===== config.mk =====
export PLATFORM = sky130hd
export DESIGN_NAME = tcw_ctrl
export DESIGN_NICKNAME = d
export VERILOG_FILES = /design/src/design/tcw_pkg.sv /design/src/design/tcw_ctrl.sv
export SDC_FILE = /design/constraint.sdc
export NUM_CORES = 1
export LEC_CHECK = 0
export BUFFER_PORTS_ARGS = -buffer_cell sky130_fd_sc_hd__buf_2
export CAP_MARGIN = 20
export CORE_MARGIN = 2
export CORE_UTILIZATION = 44
export CTS_CLUSTER_SIZE = 30
export DETAILED_ROUTE_END_ITERATION = 10
export GPL_ROUTABILITY_DRIVEN = 0
export PLACE_DENSITY = 0.89
export SKIP_CTS_REPAIR_TIMING = 1
export SYNTH_ARGS = -nofsm -noshare
export SYNTH_HDL_FRONTEND = slang
export SYNTH_SLANG_ARGS = --single-unit

===== constraint.sdc =====
create_clock -name clk -period 1.8 [get_ports clk]
set_clock_uncertainty 0.15 [all_clocks]
set_input_delay 0.18 -clock clk [delete_from_list [all_inputs] [get_ports clk]]
set_output_delay 0.18 -clock clk [all_outputs]
set_load 0.05 [all_outputs]

===== src/design/tcw_pkg.sv =====
// package for the text console writer: action codes, datapath command
// and status structs, cell constants; no dependencies
package tcw_pkg;

  localparam int ROW_W  = 5;
  localparam int COL_W  = 7;
  localparam int CELL_W = 16;

  localparam logic [7:0] GLYPH_BLANK    = 8'h20;
  localparam logic [7:0] GLYPH_CURSOR   = 8'h5F;
  localparam logic [7:0] CODE_NEWLINE   = 8'd10;
  localparam logic [7:0] CODE_BACKSPACE = 8'd8;
  localparam logic [7:0] COLOR_DEFAULT  = 8'h07;
  localparam logic [CELL_W-1:0] BLANK_CELL = {COLOR_DEFAULT, GLYPH_BLANK};

  typedef enum logic [1:0] {
    ACT_PUT   = 2'd0,
    ACT_CLEAR = 2'd1,
    ACT_COLOR = 2'd2,
    ACT_READ  = 2'd3
  } tcw_act_t;

  // write port source
  typedef enum logic [2:0] {
    MW_NONE,
    MW_CHAR,
    MW_UNDER,
    MW_BLANK,
    MW_CURSOR,
    MW_CLR,
    MW_FILL,
    MW_COPY
  } tcw_mw_t;

  // read port address source
  typedef enum logic [1:0] {
    RD_NONE,
    RD_CUR,
    RD_SCROLL,
    RD_USER
  } tcw_rd_t;

  typedef enum logic [2:0] {
    POS_HOLD,
    POS_ADV,
    POS_NEWLINE,
    POS_BACK,
    POS_HOME
  } tcw_pos_t;

  typedef enum logic [1:0] {
    SW_HOLD,
    SW_ZERO,
    SW_INC,
    SW_FILL
  } tcw_sw_t;

  typedef struct packed {
    logic     load;
    tcw_mw_t  mw;
    tcw_rd_t  rd;
    tcw_pos_t pos;
    tcw_sw_t  sweep;
    logic     color_load;
    logic     color_dflt;
    logic     under_load;
    logic     under_blank;
    logic     shown_set;
    logic     shown_clr;
    logic     scroll_set;
    logic     cell_load;
    logic     out_load;
  } tcw_cmd_t;

  typedef struct packed {
    tcw_act_t act;
    logic     is_newline;
    logic     is_backspace;
    logic     col_zero;
    logic     col_last;
    logic     row_last;
    logic     rd_ok;
    logic     copy_last;
    logic     sweep_last;
  } tcw_sts_t;

endpackage


===== src/design/tcw_ctrl.sv =====
// controller of the text console writer: sequences each action over the
// datapath and holds the result handshake; uses tcw_pkg
module tcw_ctrl (
  input  logic              clk,
  input  logic              rst_n,
  input  logic              in_valid,
  output logic              in_stall,
  input  logic [1:0]        in_action,
  output logic              out_valid,
  input  logic              out_stall,
  output tcw_pkg::tcw_cmd_t cmd,
  input  tcw_pkg::tcw_sts_t sts
);
  import tcw_pkg::*;

  typedef enum logic [3:0] {
    ST_IDLE,
    ST_EXEC,
    ST_BLANK,
    ST_COPY,
    ST_DRAIN,
    ST_FILL,
    ST_SHOW_RD,
    ST_SHOW_WR,
    ST_RD_ISSUE,
    ST_RD_WAIT,
    ST_CLEAR,
    ST_DONE
  } state_t;

  state_t state_r, state_nxt;
  logic   out_valid_r;
  logic   rep_r;

  assign in_stall  = (state_r != ST_IDLE);
  assign out_valid = out_valid_r;

  always_comb begin
    cmd       = '0;
    state_nxt = state_r;
    unique case (state_r)
      ST_IDLE: begin
        if (in_valid) begin
          cmd.load = 1'b1;
          unique case (tcw_act_t'(in_action))
            ACT_PUT, ACT_COLOR: state_nxt = ST_EXEC;
            ACT_CLEAR: begin
              cmd.sweep = SW_ZERO;
              state_nxt = ST_CLEAR;
            end
            ACT_READ: state_nxt = ST_RD_ISSUE;
          endcase
        end
      end
      ST_EXEC: begin
        cmd.shown_clr = 1'b1;
        if (sts.act == ACT_COLOR) begin
          cmd.mw         = MW_UNDER;
          cmd.color_load = 1'b1;
          state_nxt      = ST_SHOW_RD;
        end else begin
          priority if (sts.is_newline) begin
            cmd.mw  = MW_UNDER;
            cmd.pos = POS_NEWLINE;
            if (sts.row_last) begin
              cmd.sweep      = SW_ZERO;
              cmd.scroll_set = 1'b1;
              state_nxt      = ST_COPY;
            end else begin
              state_nxt = ST_SHOW_RD;
            end
          end else if (sts.is_backspace) begin
            cmd.mw = MW_UNDER;
            if (!sts.col_zero) begin
              cmd.pos   = POS_BACK;
              state_nxt = ST_BLANK;
            end else begin
              state_nxt = ST_SHOW_RD;
            end
          end else begin
            cmd.mw  = MW_CHAR;
            cmd.pos = POS_ADV;
            if (sts.col_last && sts.row_last) begin
              cmd.sweep      = SW_ZERO;
              cmd.scroll_set = 1'b1;
              state_nxt      = ST_COPY;
            end else begin
              state_nxt = ST_SHOW_RD;
            end
          end
        end
      end
      ST_BLANK: begin
        cmd.mw    = MW_BLANK;
        state_nxt = ST_SHOW_RD;
      end
      ST_COPY: begin
        cmd.rd    = RD_SCROLL;
        cmd.mw    = MW_COPY;
        cmd.sweep = SW_INC;
        if (sts.copy_last) state_nxt = ST_DRAIN;
      end
      ST_DRAIN: begin
        cmd.mw    = MW_COPY;
        cmd.sweep = SW_FILL;
        state_nxt = ST_FILL;
      end
      ST_FILL: begin
        cmd.mw    = MW_FILL;
        cmd.sweep = SW_INC;
        if (sts.sweep_last) state_nxt = ST_SHOW_RD;
      end
      ST_SHOW_RD: begin
        cmd.rd    = RD_CUR;
        state_nxt = ST_SHOW_WR;
      end
      ST_SHOW_WR: begin
        cmd.under_load = 1'b1;
        cmd.mw         = MW_CURSOR;
        cmd.shown_set  = 1'b1;
        state_nxt      = ST_DONE;
      end
      ST_RD_ISSUE: begin
        if (sts.rd_ok) cmd.rd = RD_USER;
        state_nxt = ST_RD_WAIT;
      end
      ST_RD_WAIT: begin
        cmd.cell_load = sts.rd_ok;
        state_nxt     = ST_DONE;
      end
      ST_CLEAR: begin
        cmd.mw    = MW_CLR;
        cmd.sweep = SW_INC;
        if (sts.sweep_last) begin
          cmd.pos         = POS_HOME;
          cmd.color_dflt  = 1'b1;
          cmd.under_blank = 1'b1;
          cmd.shown_clr   = 1'b1;
          state_nxt       = rep_r ? ST_DONE : ST_IDLE;
        end
      end
      ST_DONE: begin
        if (!out_valid_r || !out_stall) begin
          cmd.out_load = 1'b1;
          state_nxt    = ST_IDLE;
        end
      end
      default: state_nxt = ST_IDLE;
    endcase
  end

  always_ff @(posedge clk) begin
    if (!rst_n) begin
      state_r     <= ST_CLEAR;
      out_valid_r <= 1'b0;
      rep_r       <= 1'b0;
    end else begin
      state_r <= state_nxt;
      if (cmd.load) rep_r <= 1'b1;
      if (cmd.out_load) begin
        out_valid_r <= 1'b1;
      end else if (!out_stall) begin
        out_valid_r <= 1'b0;
      end
    end
  end

  a_copy_exit: assert property (@(posedge clk) disable iff (!rst_n)
    (state_r == ST_COPY) |=> (state_r == ST_COPY || state_r == ST_DRAIN))
    else $error("scroll copy left early");

  a_result_source: assert property (@(posedge clk) disable iff (!rst_n)
    $rose(out_valid_r) |-> $past(state_r == ST_DONE))
    else $error("result raised outside done state");

  a_accept_busy: assert property (@(posedge clk) disable iff (!rst_n)
    (in_valid && !in_stall) |=> in_stall)
    else $error("second transaction taken while busy");

endmodule


==> flow_results.org <==
** Global routing
- Initial antenna violation count :: 0
- In the global route stage, overall resource usage came out at 25.6%.
- Entering global routing, the biggest net connects 23 pins.
- After global routing the overflow that remains totals 0.
- The number of global-route vias before repair came to 909.
- Global-route wire length before repair :: 3800 um

** Power and ir drop
- Sw Pwr :: 1.51 mW
- The worst-case IR drop observed on VDD is 1.55 mV.
- For this design the static power due to leakage is roughly 0.65 nW.
- Cell internal power dissipation :: 1.23 mW
- Net switching is around 55% of the power.
- Combinational cells account for between 80% and 90% of the total power.
- In this run, the clock network consumes about 4.5% of the power.
- In this run the power density over the cells is roughly 2100 nW/um^2.
- Sequential power share :: 12.3%

** Drt
- Total length of routed wires :: approximately 3000 um
- DRC violation total after the first TritonRoute iteration :: 56
- The pre-antenna-repair detailed-routing pass consisted of 6 iterations.
- Number of nets with antenna violations after routing :: 0
- Detailed routing inserted a total of 1042 vias.
- After detailed routing, the average wire length per cell comes to 17.7 um.
- After detailed routing, the number of remaining DRC violations is 0.
- Mean number of vias per cell :: 6.13

** Run
- The tool flagged a number of max-cap violations equal to 0.

** Layout
- In the layout the commonest cells are sky130_fd_sc_hd__buf_2, sky130_fd_sc_hd__buf_4, sky130_fd_sc_hd__buf_6.
- Most common library cell in the layout ignoring fill and taps :: sky130_fd_sc_hd__buf_2
- 0 antenna diodes ended up in the layout.
- After routing the design area is 1300 um^2.
- Measured on the finished design, the core utilization comes to 84.1%.
- The area growth from synthesis to layout is 75.9%.
- Ratio of cells with drive above 1 in the final layout :: 55.8%
- Final Non-Filler Cells :: 170
- Final net count :: around 170

** Worst setup path
- Startpoint class of the critical path :: flop
- Length in cells of the worst reg-to-reg path :: 7
- Worst-path maximum fanout :: 7
- Setup Crit Path Kind :: reg2out
- STA puts the critical path data arrival time at 1.53 ns.
- The worst setup path is captured at an output port.
- STA puts the critical path data required time at 1.47 ns.

** Synth
- Post-synthesis average cell area :: 7.23 um^2
- Sequential cells were found to cover between 15 and 20% of the synthesized design area.
- Most instantiated flip-flop cell in the synthesis netlist :: sky130_fd_sc_hd__dfxtp_1
- In the synthesized netlist the async set-or-reset flop fraction comes to 0%.
- Synthesis instantiated between 40 and 50 different standard cells from the library.
- #FFs+latches synth :: 6
- Yosys warning total :: 0
- Mapped Cells :: 102
- The synthesized design contains 0 enable-type register cells.
- In this run the cell area of the synthesized design comes to 737 um^2.
- Post-Synthesis Net Count :: 118

** Timing
- Setup repair after global routing could not meet its margin everywhere.
- Post-route setup TNS :: -0.147 ns
- Final critical-path required period :: 1.86 ns
- For this run, the top clock speed supported by timing is 538 MHz.
- Worst slew margin relative to its limit :: 78.8%
- Setup WS post-layout :: -0.0603 ns
- At the pin with the least slew margin, the transition time is about 0.31 ns.
- Final setup fails :: 5
- The number of max-slew violations in the final report was 0.
- The final hold violation count is 0.
- Dividing the final minimum period by the clock period gives 103%.
- Worst hold slack :: 0.0284 ns

** Die
- Die Area :: 2020 um^2
- Die Span Y :: 44.9 um
- The floorplan step set the die width to 44.9 um.
- The core region is approximately 1500 um^2.
- The initialized floorplan defines 14 standard-cell rows.
- Initial cell density of the core :: 47.8%
- Ports placed on the boundary :: 38

** Min path
- Worst hold path stage count :: 2
- Hold Path Class :: in2reg

** Placed design
- Number of buffer cells added on primary ports :: 37
- In this run the cell area measured after placement is 1010 um^2.
- Count of placed standard cells including taps :: between 150 and 200
- DP HPWL :: 1890 um

** Outcome
- Violations in the final reports :: setup timing
- Run status :: finished, violations left

** CTS
- The later pin in the worst-skew pair is clocked with a latency of 0.24 ns.
- Count of clock tree sinks :: 6
- Clock tree root driver cell :: sky130_fd_sc_hd__clkbuf_4
- TritonCTS clock tree :: done
- Deepest clock path buffer count :: 2
- Count of H-tree levels built during CTS :: 1
- The number of clock buffers added by TritonCTS is 3.
- After clock tree synthesis, the clock-pin slew on the worst setup and hold paths is 0.05 ns.
-- worst max-delay path, stage by stage, from the launching register on --
cell and delay [ns]:
sky130_fd_sc_hd__dfxtp_4 0.38, sky130_fd_sc_hd__buf_12 0.14, sky130_fd_sc_hd__nor4_4 0.29, sky130_fd_sc_hd__nand2_2 0.11, sky130_fd_sc_hd__o221ai_2 0.19, sky130_fd_sc_hd__buf_6 0.19
-- state kept, by name (all words and copies together), names as in the netlist --
register   flops
state_r        4
rep_r          1
out_valid      1
-- power groups by stage --
stage | Sequential [mW] | Clock (mW) | Combinational, mW
after global placement | 0.259 | 0 | 1.74
after global routing | 0.340 | 0.133 | 2.38
after CTS | 0.266 | 0.129 | 1.79
after detailed placement | 0.269 | 0 | 1.79
final | 0.337 | 0.124 | 2.28
after floorplan | 0.239 | 0 | 1.44
-- stage by stage --
step | setup slack, ns | power (mW)
after floorplan | -0.173 | 1.68
after global placement | 0.0570 | 2.00
after detailed placement | 0.00751 | 2.06
after CTS | -0.232 | 2.19
after global routing | -0.103 | 2.86
final | -0.0603 | 2.74
-- path summary, 6_finish.rpt --
kind	from	endpoint	slack, ns
worst max-delay path	state_r[3]$_SDFFE_PN1P_	cmd[9]	-0.06
worst min-delay path	rst_n	state_r[3]$_SDFFE_PN1P_	0.03
worst max register to register	state_r[3]$_SDFFE_PN1P_	state_r[0]$_SDFFE_PN0P_	-0.05
worst min register to register	rep_r$_SDFFE_PN0P_	rep_r$_SDFFE_PN0P_	0.40
-- logic make-up after synthesis --
logic type / share of synthesized area, %
flip-flops: 16.3
AND/OR/NAND/NOR: 37.4
AO/OA/AOI/OAI: 34.5
XOR/XNOR: 1.19
buffers and inverters: 10.7
-- metal layers --
metal	vias up	share of wire [%]	track usage (%)
met5	-	0	0
met3	6	5.9	4.00
met4	0	0.83	12.4
met2	67	52	45.1
met1	493	42	29.8
li1	476	-	-
-- synth_stat cells (2+ instances only) --
master	count	share of area, %
sky130_fd_sc_hd__a21oi_1	7	4.8
sky130_fd_sc_hd__and3_1	2	1.7
sky130_fd_sc_hd__o21bai_1	2	2.0
sky130_fd_sc_hd__and2_1	2	1.7
sky130_fd_sc_hd__o21a_1	2	2.0
sky130_fd_sc_hd__nor2b_1	5	4.2
sky130_fd_sc_hd__nor3_1	2	1.4
sky130_fd_sc_hd__nand3_1	5	3.4
sky130_fd_sc_hd__inv_1	5	2.5
sky130_fd_sc_hd__or2_2	2	1.7
sky130_fd_sc_hd__nor2_1	9	4.6
sky130_fd_sc_hd__dfxtp_1	6	16
sky130_fd_sc_hd__buf_2	3	2.0
sky130_fd_sc_hd__a21o_1	2	2.0
sky130_fd_sc_hd__buf_4	4	4.1
sky130_fd_sc_hd__a211oi_1	2	2.0
sky130_fd_sc_hd__nand2b_1	3	2.5
sky130_fd_sc_hd__a21boi_0	2	2.0
sky130_fd_sc_hd__o21ai_0	10	6.8
sky130_fd_sc_hd__nand2_1	5	2.5
sky130_fd_sc_hd__nand3b_1	2	2.0
-- layout make-up --
class / count / area, um^2
inverters: 5 / 18.8
flip-flops and latches: 6 / 135
multi-input cells: 82 / 624
repair buffers: 58 / 475
well taps: 16 / 20.0
fillers: 95 / 245
clock buffers: 3 / 22.5
(Power assumes the default switching activity.)
